**src/rtl/pooled_doubly_linked_deque_defines.svh**
```systemverilog
// ----------------------------------------------------------------------------
// pooled doubly linked deque - assertion macros
// shared checking helpers for the deque rtl
// ----------------------------------------------------------------------------
`ifndef POOLED_DOUBLY_LINKED_DEQUE_DEFINES_SVH
`define POOLED_DOUBLY_LINKED_DEQUE_DEFINES_SVH

// condition holds at every clock edge out of reset
`define PDLQ_ASSERT_ALWAYS(label, clk, rst_n, cond, msg) \
	label: assert property (@(posedge clk) disable iff (!rst_n) (cond)) \
		else $error(msg);

// consequent holds in the same cycle as the antecedent
`define PDLQ_ASSERT_IMPL(label, clk, rst_n, ante, cons, msg) \
	label: assert property (@(posedge clk) disable iff (!rst_n) (ante) |-> (cons)) \
		else $error(msg);

`endif

```
**src/rtl/pdlq_pkg.sv**
```systemverilog
// ----------------------------------------------------------------------------
// pdlq_pkg
// types and codes of the pooled doubly linked deque
// ----------------------------------------------------------------------------
`default_nettype none

package pdlq_pkg;

	// request function codes
	typedef enum logic [2:0] {
		FN_PUSH_HEAD = 3'd0,
		FN_PUSH_TAIL = 3'd1,
		FN_POP_HEAD  = 3'd2,
		FN_POP_TAIL  = 3'd3,
		FN_REMOVE    = 3'd4
	} func_t;

	// result status codes
	typedef enum logic [1:0] {
		STAT_OK       = 2'd0,
		STAT_FULL     = 2'd1,
		STAT_EMPTY    = 2'd2,
		STAT_BAD_SLOT = 2'd3
	} status_t;

	// sequencer states
	typedef enum logic [2:0] {
		ST_CLEAR,
		ST_IDLE,
		ST_EXEC,
		ST_LINK,
		ST_UNL_P,
		ST_UNL_N,
		ST_SCAN,
		ST_DONE
	} state_t;

endpackage

`default_nettype wire

```
**src/rtl/pooled_doubly_linked_deque.sv**
```systemverilog
// ----------------------------------------------------------------------------
// pooled_doubly_linked_deque
// doubly linked deque kept in a fixed pool of slots held in one node memory
// ----------------------------------------------------------------------------
// usage
// - input channel (in_valid / in_stall) carries one request: func, value_in,
//   slot_sel; a request is taken when in_valid is high and in_stall is low
// - output channel (out_valid / out_stall) returns exactly one result per
//   request: status, value_out, slot_used, entry_count, head_slot, tail_slot
// - one request is worked at a time, so a new request is taken only after
//   the last one is through; all node state sits in a single memory with a
//   registered read, so each link update is a read then a write-back
// - rejected and unknown requests pass only the exec and done states; pop
//   and remove add an unlink state for each neighbor link, and a push adds
//   the link state when an old end node exists, then the free-slot scan; the
//   scan reads one slot per cycle and is skipped when the pool fills
// - a finished result waits in the output register while out_stall is high;
//   the next request is taken meanwhile, and its result waits until the
//   output register is free
// - after reset the block sweeps every slot of the node memory, holding
//   in_stall high, then lists are empty and the free hint is slot 0
// ----------------------------------------------------------------------------
`default_nettype none

module pooled_doubly_linked_deque #(
	parameter int NODE_COUNT  = 16,
	parameter int VALUE_WIDTH = 32
) (
	input  wire logic                clk,
	input  wire logic                arst_n,
	// request channel
	input  wire logic                in_valid,
	output logic                     in_stall,
	input  wire logic [2:0]          func,
	input  wire logic signed [31:0]  value_in,
	input  wire logic [3:0]          slot_sel,
	// result channel
	output logic                     out_valid,
	input  wire logic                out_stall,
	output pdlq_pkg::status_t        status,
	output logic signed [31:0]       value_out,
	output logic [3:0]               slot_used,
	output logic [4:0]               entry_count,
	output logic signed [4:0]        head_slot,
	output logic signed [4:0]        tail_slot
);

	import pdlq_pkg::*;

	`include "pooled_doubly_linked_deque_defines.svh"

	localparam int IW = $clog2(NODE_COUNT);
	localparam int CW = $clog2(NODE_COUNT + 1);
	localparam int EW = (VALUE_WIDTH > 32) ? VALUE_WIDTH : 32;

	// a link is a slot index plus a flag for "no slot"
	typedef struct packed {
		logic          none;
		logic [IW-1:0] idx;
	} link_t;

	// one node of the pool
	typedef struct packed {
		logic                   busy;
		logic [VALUE_WIDTH-1:0] value;
		link_t                  prev;
		link_t                  next;
	} entry_t;

	localparam link_t  LINK_NONE   = '{none: 1'b1, idx: '0};
	localparam entry_t ENTRY_CLEAR = '{busy: 1'b0, value: '0, prev: LINK_NONE,
		next: LINK_NONE};

	// circular step to the next slot
	function automatic logic [IW-1:0] next_idx(input logic [IW-1:0] i);
		logic [IW-1:0] r;
		if (i == IW'(NODE_COUNT - 1)) begin
			r = '0;
		end else begin
			r = i + 1'b1;
		end
		return r;
	endfunction

	// node memory
	entry_t        mem [NODE_COUNT];
	entry_t        rd_q;
	logic [IW-1:0] rd_addr;
	logic          wr_en;
	logic [IW-1:0] wr_addr;
	entry_t        wr_data;

	// control state
	state_t        state_q, state_d;
	logic [IW-1:0] clr_idx_q, clr_idx_d;
	link_t         head_q, head_d;
	link_t         tail_q, tail_d;
	logic [CW-1:0] count_q, count_d;
	logic [IW-1:0] hint_q, hint_d;
	logic [IW-1:0] scan_idx_q, scan_idx_d;
	logic          out_valid_q, out_valid_d;

	// request and working payload
	logic [2:0]    func_q, func_d;
	logic [31:0]   value_q, value_d;
	logic [3:0]    sel_q, sel_d;
	entry_t        node_q, node_d;
	logic [IW-1:0] nb_idx_q, nb_idx_d;
	status_t       res_status_q, res_status_d;
	logic [31:0]   res_value_q, res_value_d;
	logic [IW-1:0] res_slot_q, res_slot_d;

	// output register payload
	status_t       out_status_q, out_status_d;
	logic [31:0]   out_value_q, out_value_d;
	logic [3:0]    out_slot_q, out_slot_d;
	logic [4:0]    out_count_q, out_count_d;
	logic [4:0]    out_head_q, out_head_d;
	logic [4:0]    out_tail_q, out_tail_d;

	// next state and memory access
	always_comb begin
		logic          at_head;
		logic          is_pop;
		logic [IW-1:0] s;
		link_t         nb;
		link_t         tgt;
		entry_t        fresh;
		entry_t        upd;
		logic [EW-1:0] ext;
		logic          rejected;
		logic [CW-1:0] count_dec;

		at_head   = 1'b0;
		is_pop    = 1'b0;
		s         = '0;
		nb        = LINK_NONE;
		tgt       = LINK_NONE;
		fresh     = ENTRY_CLEAR;
		upd       = ENTRY_CLEAR;
		ext       = '0;
		rejected  = 1'b0;
		count_dec = '0;

		state_d      = state_q;
		clr_idx_d    = clr_idx_q;
		head_d       = head_q;
		tail_d       = tail_q;
		count_d      = count_q;
		hint_d       = hint_q;
		scan_idx_d   = scan_idx_q;
		func_d       = func_q;
		value_d      = value_q;
		sel_d        = sel_q;
		node_d       = node_q;
		nb_idx_d     = nb_idx_q;
		res_status_d = res_status_q;
		res_value_d  = res_value_q;
		res_slot_d   = res_slot_q;
		out_status_d = out_status_q;
		out_value_d  = out_value_q;
		out_slot_d   = out_slot_q;
		out_count_d  = out_count_q;
		out_head_d   = out_head_q;
		out_tail_d   = out_tail_q;

		rd_addr = '0;
		wr_en   = 1'b0;
		wr_addr = '0;
		wr_data = ENTRY_CLEAR;

		in_stall = (state_q != ST_IDLE);

		// result taken by the receiver
		out_valid_d = out_valid_q && out_stall;

		case (state_q)
			ST_CLEAR: begin
				// sweep every slot to the empty node after reset
				wr_en     = 1'b1;
				wr_addr   = clr_idx_q;
				wr_data   = ENTRY_CLEAR;
				clr_idx_d = next_idx(clr_idx_q);
				if (clr_idx_q == IW'(NODE_COUNT - 1)) begin
					state_d = ST_IDLE;
				end
			end

			ST_IDLE: begin
				// fetch the node the request acts on
				case (func)
					FN_PUSH_HEAD, FN_POP_HEAD: rd_addr = head_q.idx;
					FN_PUSH_TAIL, FN_POP_TAIL: rd_addr = tail_q.idx;
					FN_REMOVE:                 rd_addr = IW'(slot_sel);
					default:                   rd_addr = '0;
				endcase
				if (in_valid) begin
					func_d  = func;
					value_d = value_in;
					sel_d   = slot_sel;
					state_d = ST_EXEC;
				end
			end

			ST_EXEC: begin
				res_status_d = STAT_OK;
				res_value_d  = '0;
				res_slot_d   = '0;
				state_d      = ST_DONE;
				if (func_q inside {FN_PUSH_HEAD, FN_PUSH_TAIL}) begin
					at_head = (func_q == FN_PUSH_HEAD);
					if (count_q == CW'(NODE_COUNT)) begin
						res_status_d = STAT_FULL;
					end else begin
						// new node goes into the hinted free slot
						s           = hint_q;
						nb          = at_head ? head_q : tail_q;
						fresh.busy  = 1'b1;
						fresh.value = VALUE_WIDTH'(value_q);
						fresh.prev  = at_head ? LINK_NONE : tail_q;
						fresh.next  = at_head ? head_q : LINK_NONE;
						wr_en       = 1'b1;
						wr_addr     = s;
						wr_data     = fresh;

						if (at_head || head_q.none) begin
							head_d = '{none: 1'b0, idx: s};
						end
						if (!at_head || tail_q.none) begin
							tail_d = '{none: 1'b0, idx: s};
						end
						count_d    = count_q + 1'b1;
						hint_d     = s;
						res_slot_d = s;

						// old end node gets its link to the new one
						upd = rd_q;
						if (at_head) begin
							upd.prev = '{none: 1'b0, idx: s};
						end else begin
							upd.next = '{none: 1'b0, idx: s};
						end
						node_d   = upd;
						nb_idx_d = nb.idx;

						if (!nb.none) begin
							state_d = ST_LINK;
						end else if (count_q != CW'(NODE_COUNT - 1)) begin
							rd_addr    = next_idx(s);
							scan_idx_d = next_idx(s);
							state_d    = ST_SCAN;
						end
					end
				end else if (func_q inside {FN_POP_HEAD, FN_POP_TAIL, FN_REMOVE}) begin
					is_pop = (func_q != FN_REMOVE);
					case (func_q)
						FN_POP_HEAD: tgt = head_q;
						FN_POP_TAIL: tgt = tail_q;
						default:     tgt = '{none: 1'b0, idx: IW'(sel_q)};
					endcase
					s = tgt.idx;
					if (is_pop) begin
						rejected = (count_q == '0) || tgt.none || !rd_q.busy;
					end else begin
						rejected = (32'(sel_q) >= 32'(NODE_COUNT)) || !rd_q.busy;
					end

					if (rejected) begin
						res_status_d = is_pop ? STAT_EMPTY : STAT_BAD_SLOT;
					end else begin
						// keep the node for its links, release the slot
						node_d  = rd_q;
						wr_en   = 1'b1;
						wr_addr = s;
						wr_data = ENTRY_CLEAR;

						if (!head_q.none && head_q.idx == s) begin
							head_d = rd_q.next;
						end
						if (!tail_q.none && tail_q.idx == s) begin
							tail_d = rd_q.prev;
						end
						count_dec = (count_q != '0) ? count_q - 1'b1 : count_q;
						count_d   = count_dec;
						if (count_dec == '0) begin
							hint_d = '0;
							head_d = LINK_NONE;
							tail_d = LINK_NONE;
						end else begin
							hint_d = s;
						end

						res_slot_d = s;
						if (is_pop) begin
							ext         = EW'($signed(rd_q.value));
							res_value_d = ext[31:0];
						end

						if (!rd_q.prev.none) begin
							rd_addr = rd_q.prev.idx;
							state_d = ST_UNL_P;
						end else if (!rd_q.next.none) begin
							rd_addr = rd_q.next.idx;
							state_d = ST_UNL_N;
						end
					end
				end
			end

			ST_LINK: begin
				// write back the old end node, then, unless the pool is full, look for the next free slot
				wr_en   = 1'b1;
				wr_addr = nb_idx_q;
				wr_data = node_q;
				if (count_q != CW'(NODE_COUNT)) begin
					rd_addr    = next_idx(hint_q);
					scan_idx_d = next_idx(hint_q);
					state_d    = ST_SCAN;
				end else begin
					state_d = ST_DONE;
				end
			end

			ST_UNL_P: begin
				// predecessor now points past the released node
				upd      = rd_q;
				upd.next = node_q.next;
				wr_en    = 1'b1;
				wr_addr  = node_q.prev.idx;
				wr_data  = upd;
				if (!node_q.next.none) begin
					rd_addr = node_q.next.idx;
					state_d = ST_UNL_N;
				end else begin
					state_d = ST_DONE;
				end
			end

			ST_UNL_N: begin
				// successor now points back past the released node
				upd      = rd_q;
				upd.prev = node_q.prev;
				wr_en    = 1'b1;
				wr_addr  = node_q.next.idx;
				wr_data  = upd;
				state_d  = ST_DONE;
			end

			ST_SCAN: begin
				// one slot per cycle, circular upward from the pushed slot
				if (!rd_q.busy) begin
					hint_d  = scan_idx_q;
					state_d = ST_DONE;
				end else begin
					rd_addr    = next_idx(scan_idx_q);
					scan_idx_d = next_idx(scan_idx_q);
				end
			end

			ST_DONE: begin
				if (!out_valid_q || !out_stall) begin
					out_valid_d  = 1'b1;
					out_status_d = res_status_q;
					out_value_d  = res_value_q;
					out_slot_d   = 4'(res_slot_q);
					out_count_d  = 5'(count_q);
					out_head_d   = head_q.none ? 5'h1f : 5'(head_q.idx);
					out_tail_d   = tail_q.none ? 5'h1f : 5'(tail_q.idx);
					state_d      = ST_IDLE;
				end
			end

			default: begin
				state_d = ST_IDLE;
			end
		endcase
	end

	// node memory, registered read
	always_ff @(posedge clk) begin
		if (wr_en) begin
			mem[wr_addr] <= wr_data;
		end
		rd_q <= mem[rd_addr];
	end

	// control registers
	always_ff @(posedge clk or negedge arst_n) begin
		if (!arst_n) begin
			state_q     <= ST_CLEAR;
			clr_idx_q   <= '0;
			head_q      <= LINK_NONE;
			tail_q      <= LINK_NONE;
			count_q     <= '0;
			hint_q      <= '0;
			scan_idx_q  <= '0;
			out_valid_q <= 1'b0;
		end else begin
			state_q     <= state_d;
			clr_idx_q   <= clr_idx_d;
			head_q      <= head_d;
			tail_q      <= tail_d;
			count_q     <= count_d;
			hint_q      <= hint_d;
			scan_idx_q  <= scan_idx_d;
			out_valid_q <= out_valid_d;
		end
	end

	// payload registers
	always_ff @(posedge clk) begin
		func_q       <= func_d;
		value_q      <= value_d;
		sel_q        <= sel_d;
		node_q       <= node_d;
		nb_idx_q     <= nb_idx_d;
		res_status_q <= res_status_d;
		res_value_q  <= res_value_d;
		res_slot_q   <= res_slot_d;
		out_status_q <= out_status_d;
		out_value_q  <= out_value_d;
		out_slot_q   <= out_slot_d;
		out_count_q  <= out_count_d;
		out_head_q   <= out_head_d;
		out_tail_q   <= out_tail_d;
	end

	assign out_valid   = out_valid_q;
	assign status      = out_status_q;
	assign value_out   = out_value_q;
	assign slot_used   = out_slot_q;
	assign entry_count = out_count_q;
	assign head_slot   = out_head_q;
	assign tail_slot   = out_tail_q;

	// checks
	`PDLQ_ASSERT_ALWAYS(a_count_bound, clk, arst_n, count_q <= CW'(NODE_COUNT),
		"entry count above pool size")
	`PDLQ_ASSERT_ALWAYS(a_head_empty, clk, arst_n, (count_q == '0) == head_q.none,
		"head link disagrees with entry count")
	`PDLQ_ASSERT_ALWAYS(a_tail_empty, clk, arst_n, (count_q == '0) == tail_q.none,
		"tail link disagrees with entry count")
	`PDLQ_ASSERT_IMPL(a_scan_has_room, clk, arst_n, state_q == ST_SCAN,
		count_q < CW'(NODE_COUNT), "free slot scan with full pool")

endmodule

`default_nettype wire
```
**config.mk**
```make
export PLATFORM = sky130hd
export DESIGN_NAME = pooled_doubly_linked_deque
export DESIGN_NICKNAME = d
export VERILOG_FILES = /design/src/rtl/pdlq_pkg.sv /design/src/rtl/pooled_doubly_linked_deque.sv
export VERILOG_INCLUDE_DIRS = /design/src /design/src/rtl
export SDC_FILE = /design/constraint.sdc
export NUM_CORES = 1
export LEC_CHECK = 0
export ABC_AREA = 0
export BUFFER_PORTS_ARGS = -buffer_cell sky130_fd_sc_hd__buf_2
export CORE_ASPECT_RATIO = 2
export CORE_MARGIN = 10
export CORE_UTILIZATION = 60
export CTS_CLUSTER_SIZE = 40
export DETAILED_ROUTE_END_ITERATION = 8
export PLACE_DENSITY_LB_ADDON = 0.05
export SLEW_MARGIN = 0
export SYNTH_ARGS = -nofsm -noshare
export SYNTH_HDL_FRONTEND = slang
export SYNTH_SLANG_ARGS = --single-unit
```
**constraint.sdc**
```tcl
create_clock -name clk -period 12.8 [get_ports clk]
set_input_delay 3.2 -clock clk [delete_from_list [all_inputs] [get_ports clk]]
set_output_delay 3.2 -clock clk [all_outputs]
set_load 0.01 [all_outputs]
```
# Yosys cells after proc, flatten, opt, wreduce, memory -nomap -nowiden
# Memory sizes are Yosys's and may differ from the RTL's. A register that Yosys moved wholly into a read port is not among the register bits.
# Index checks and enable logic that the tools add are counted.
# classes
eq_ne,42
reduce_logical,40
n_mux,104
add_sub_neg,5
n_bitwise,3
# ops
op,n
43-bit 2-to-1 mux,6
43-bit one-hot mux with 4 select lines,1
5-bit 2-to-1 mux,29
4-bit 2-to-1 mux,29
4-bit one-hot mux with 5 select lines,2
"2-bit inequality test, second input constant",15
3-bit one-hot mux with 8 select lines,1
4-bit one-hot mux with 3 select lines,2
3-bit 2-to-1 mux,7
"3-bit by 2-bit equality test with 1-bit output, second input constant",6
"3-bit equality test, second input constant",6
1-bit 2-to-1 mux,16
2-bit 2-to-1 mux,8
"4-bit by 1-bit adder with 4-bit output, second input constant",3
"4-bit equality test, second input constant",3
6-bit AND reduction,2
3-bit nonzero test,4
5-bit zero test,2
5-bit one-hot mux with 2 select lines,1
"3-bit by 1-bit equality test with 1-bit output, second input constant",3
3-bit zero test,3
4-bit equality test,2
4-bit one-hot mux with 2 select lines,1
4-bit AND reduction,2
21 further kinds,40
# word_totals
reg_bits,208
word_cells,226
mem_bits_rw,688
mem_count,1
output_inout_bits,55
in_bits,43
# memory_table
name,depth,width,rd,rd_clocked_by_memory_dff,write_ports,line_no,source
mem,16,43,1,1,1,pooled_doubly_linked_deque.sv:86,entry_t mem [NODE_COUNT];

# Depth between registers and ports, before layout
# logic_depth
word_depth,17
mapped_depth,12
ltp_nobuf,10

# Least setup slack after synthesis
# OpenSTA, ideal clock, no wires.
# synth_path
path_kind,input port to flip-flop
start,in out_stall
end,"reg out_count_q[0], in the netlist entry_count[0], enable pin"
setup_ns,0.483
cell_stages,1
arrival_time_ns,5.768
required_ns,12.317
path_buffers,0
path_slack_ns,6.550
cell_sequence,a21oi_1
# synth_via
elab_chain_len,3
# synth_rtl
element,line_no,source
"start, declared",pooled_doubly_linked_deque.sv:39,"input wire logic out_stall,"
1-bit zero test,pooled_doubly_linked_deque.sv:361,if (!out_valid_q || !out_stall) begin
1-bit logical OR,pooled_doubly_linked_deque.sv:361,
2-bit AND reduction (no line),n/a,
"end signal, assigned",pooled_doubly_linked_deque.sv:423,out_count_q <= out_count_d;
"end, declared",pooled_doubly_linked_deque.sv:117,"logic [4:0] out_count_q, out_count_d;"
# No other way between the ends.
# A chain may end at the register's enable or synchronous reset.

# Final worst setup path
# layout_path
start,in func[2]
end,reg rd_q[19] (netlist name)
# layout_via
elab_chain_len,4
# layout_rtl
element,line_no,source
"start, declared",pooled_doubly_linked_deque.sv:34,"input wire logic [2:0] func,"
3-bit by 1-bit equality test with 1-bit output (tied with other cells),pooled_doubly_linked_deque.sv:191,case (func)
2-bit OR reduction,pooled_doubly_linked_deque.sv:191,
4-bit one-hot mux with 3 select lines *,pooled_doubly_linked_deque.sv:191,
4-bit one-hot mux with 5 select lines *,pooled_doubly_linked_deque.sv:177,case (state_q)
# Every way passes the cells marked *; elsewhere a longest branch is shown, timed or not.

==> results.json <==
{
  "async_flop_share": 0.03301,
  "track_usage": 0.2886,
  "power.density_nw_per_um2": 257.9,
  "tritoncts": "done",
  "grt_overflow_total": 0,
  "cts_sinks": 939,
  "area_delta_synth_final_pct": 10.26,
  "avgSynthCellArea_um2": 14.31,
  "holdWs_ns": 0.4188,
  "syn_area_um2": 38100,
  "grt_pass1_wl_mm": 158.9,
  "grt_max_degree": 216,
  "yosysWarningCount": 0,
  "synth-compound-area-share": 0.1442,
  "clock-skew-final_ns": 0.01938,
  "drt_first_pass_iters": 6,
  "slew_viol_final": 0,
  "cap_violations": 0,
  "via_per_inst": 7.026,
  "setup_viol": 0,
  "r2r-start": "state_q[2]",
  "crit_fanout": 90,
  "post-dp-hpwl_mm": 54.52,
  "core-area_um2": 62950,
  "antenna_found_initial": 0,
  "rsz0062_at_grt": "false",
  "crit_path_end_kind": "flop",
  "slew_headroom": 0.1185,
  "finalWirelength_mm": 108.6,
  "power_leakage_nw": 14.18,
  "hold_path.class": "flop to flop",
  "gp_congestion": 0.9256,
  "cts_resized": 0,
  "synthCells": 2663,
  "worst_pin_slew_ns": 1.322,
  "cts_htree_levels": 3,
  "drc": 0,
  "wl_per_cell_um": 30.81,
  "synth_top_family_by_area": "compound AO/OA/AOI/OAI gates",
  "final_nets": 2715,
  "synthFlopType": "edfxtp_1",
  "post-cts-setup-buffers": 0,
  "period_share": 0.5323,
  "port_buffers": 97,
  "die_y_um": 376.4,
  "clk_latency_ns": 0.64,
  "cts-root-buf": "clkbuf_16",
  "synthAdderAreaFrac": 0.002627,
  "synth_seq_cells": 939,
  "setup_slack_ns": 5.986,
  "synth_fp_nets": 2714,
  "die_area_um2": 74590,
  "final_cell_mix": "865 x edfxtp_1, 215 x nand2_1, 187 x o21ai_0, 172 x a32oi_1, 144 x nand3_1",
  "cp-start-kind": "input port",
  "synth.distinct_cells": 91,
  "grt_pass1_vias": 24840,
  "fillers": 4394,
  "dp_slack_ns": 5.471,
  "drt_iter0_drc": 2660,
  "fin_setup_tns_ns": 0,
  "synth_mux_area_frac": 0.01067,
  "synthXorXnorAreaFrac": 0.003678,
  "num_io_pins": 98,
  "yosys.area_share.simple": 0.08275,
  "setup.worst_path.start": "func[2]",
  "period_minus_slack_ns": 6.814,
  "layout_commonest_cell": "edfxtp_1",
  "initial_core_util": 0.6053,
  "hold_violations": 0,
  "drive_above_1_share": 0.1311,
  "status": "finished clean",
  "ys_seq_area_frac": 0.7247,
  "vdd_drop_max_uv": 236.7,
  "die_x_um": 198.2,
  "drtAntennaViolNets": 0,
  "synth_edf_count": 865,
  "crit_type": "input port to flop",
  "cts_buffers": 81,
  "worstPathArrival_ns": 7.29,
  "fmax_mhz": 146.8,
  "postCtsHoldBufs": 0,
  "cts.path.max_buffers": 3,
  "min_from": "res_slot_q[0]",
  "path_clk_slew_ns": 0.06,
  "rows": 130,
  "required_ns": 13.28,
  "vias": 24760
}
metrics by stage:
| stage | instance area [µm²] | util | power [mW] | cells |
|---|---|---|---|---|
| 6_report | 42010 | 0.6674 | 10.83 | 3524 |
| 5_1_grt | 42010 | 0.6673 | 11.27 | 3523 |
| 4_1_cts | 42010 | 0.6673 | 10.81 | 3523 |
| 3_5_place_dp | 39250 | 0.6236 | 8.280 | 3373 |
| 3_3_place_gp | 39250 | 0.6236 | 8.145 | 3373 |
| 2_1_floorplan | 38100 | - | 6.934 | 2663 |
final cells by class:
type                       count  area (µm²)  share of cell area
antenna                        1       2.502          0.00005957
clock buffer                 116        2281             0.05430
clock inverter                34       473.0             0.01126
inverter                      58       217.7            0.005182
multi-input combinational   1438        9564              0.2277
sequential                   939       27610              0.6573
tap                          792       991.0             0.02359
timing repair buffer         146       865.8             0.02061
registers in the layout, indices dropped and copies added (netlist names), 3 cells and up:
name and cells:
value_out 32, func_q 3, mem 688, head_slot 5, rd_q 43, nb_idx_q 4, entry_count 5, clr_idx_q 4
sel_q 4, count_q 5, head_q 5, hint_q 4, value_q 32, slot_used 4, res_slot_q 4, node_q 43
tail_q 5, tail_slot 5, scan_idx_q 4, res_value_q 32, state_q 3
synthesized netlist by cell type, drive strengths merged, types with 5 or more instances:
cell / number / area [µm²]
a211oi: 45 / 342.8
a21o: 48 / 360.4
a21oi: 76 / 380.4
a221oi: 8 / 93.84
a222oi: 37 / 370.4
a22o: 14 / 122.6
a22oi: 10 / 75.07
a311o: 43 / 430.4
a31oi: 7 / 58.81
a32oi: 172 / 1506
and2: 37 / 231.5
and3: 91 / 569.3
buf: 79 / 414.1
clkbuf: 149 / 560.5
dfrtp: 29 / 725.7
dfxtp: 43 / 860.8
edfxtp: 865 / 25970
ha: 8 / 100.1
inv: 56 / 210.2
mux2: 26 / 292.8
mux2i: 11 / 113.9
nand2: 217 / 822.0
nand3: 146 / 735.7
nor2: 80 / 319.1
nor3: 18 / 95.09
nor3b: 5 / 42.54
o21ai: 201 / 1006
o311ai: 44 / 385.4
o31ai: 8 / 73.82
or2: 9 / 56.31
xnor2: 8 / 70.07
xor2: 8 / 70.07
path summary, 6_finish.rpt:
kind,end,slack [ns],depth (start not counted)
min in group asynchronous,count_q[0],2.63,1
worst max register to register,mem[2][18],7.29,9
worst max-delay path,rd_q[19],5.99,10
worst min-delay path,slot_used[0],0.42,0
worst min register to register,slot_used[0],0.42,0
max in group asynchronous,head_q[0],9.64,1
layer usage:
layer	GRT usage	share of wire	wire length [µm]	vias up
met5	0	0	0	-
met4	0.1636	0.056	6036	0
met3	0.04705	0.085	9222	336
met2	0.4919	0.51	55570	1436
met1	0.3400	0.35	37740	12450
li1	-	-	-	10540
cells by family (layout without fill, tap and decap cells):
group,count (synthesis),in the layout
compound gates,741,741
other cells,0,1
xor+xnor,16,16
buf+inv,286,354
mux,37,37
simple gates,636,636
flops,939,939
fa+ha+maj,8,8
report_power, final:
part           switching, mW  internal [mW]  leakage (nW)
sequential             0.306           4.35          8.77
clock                   1.10           1.45          1.34
combinational           2.61           1.02          4.07
worst max-delay path, stage by stage:
cell	delay, ns
buf_2	0.20
and3b_1	0.20
o311a_1	0.32
a311oi_4	0.23
buf_4	0.52
and2_4	0.90
buf_4	0.92
a32oi_1	0.25
a32oi_1	0.26
o311ai_1	0.13
Power figures use the tool's default switching activity.
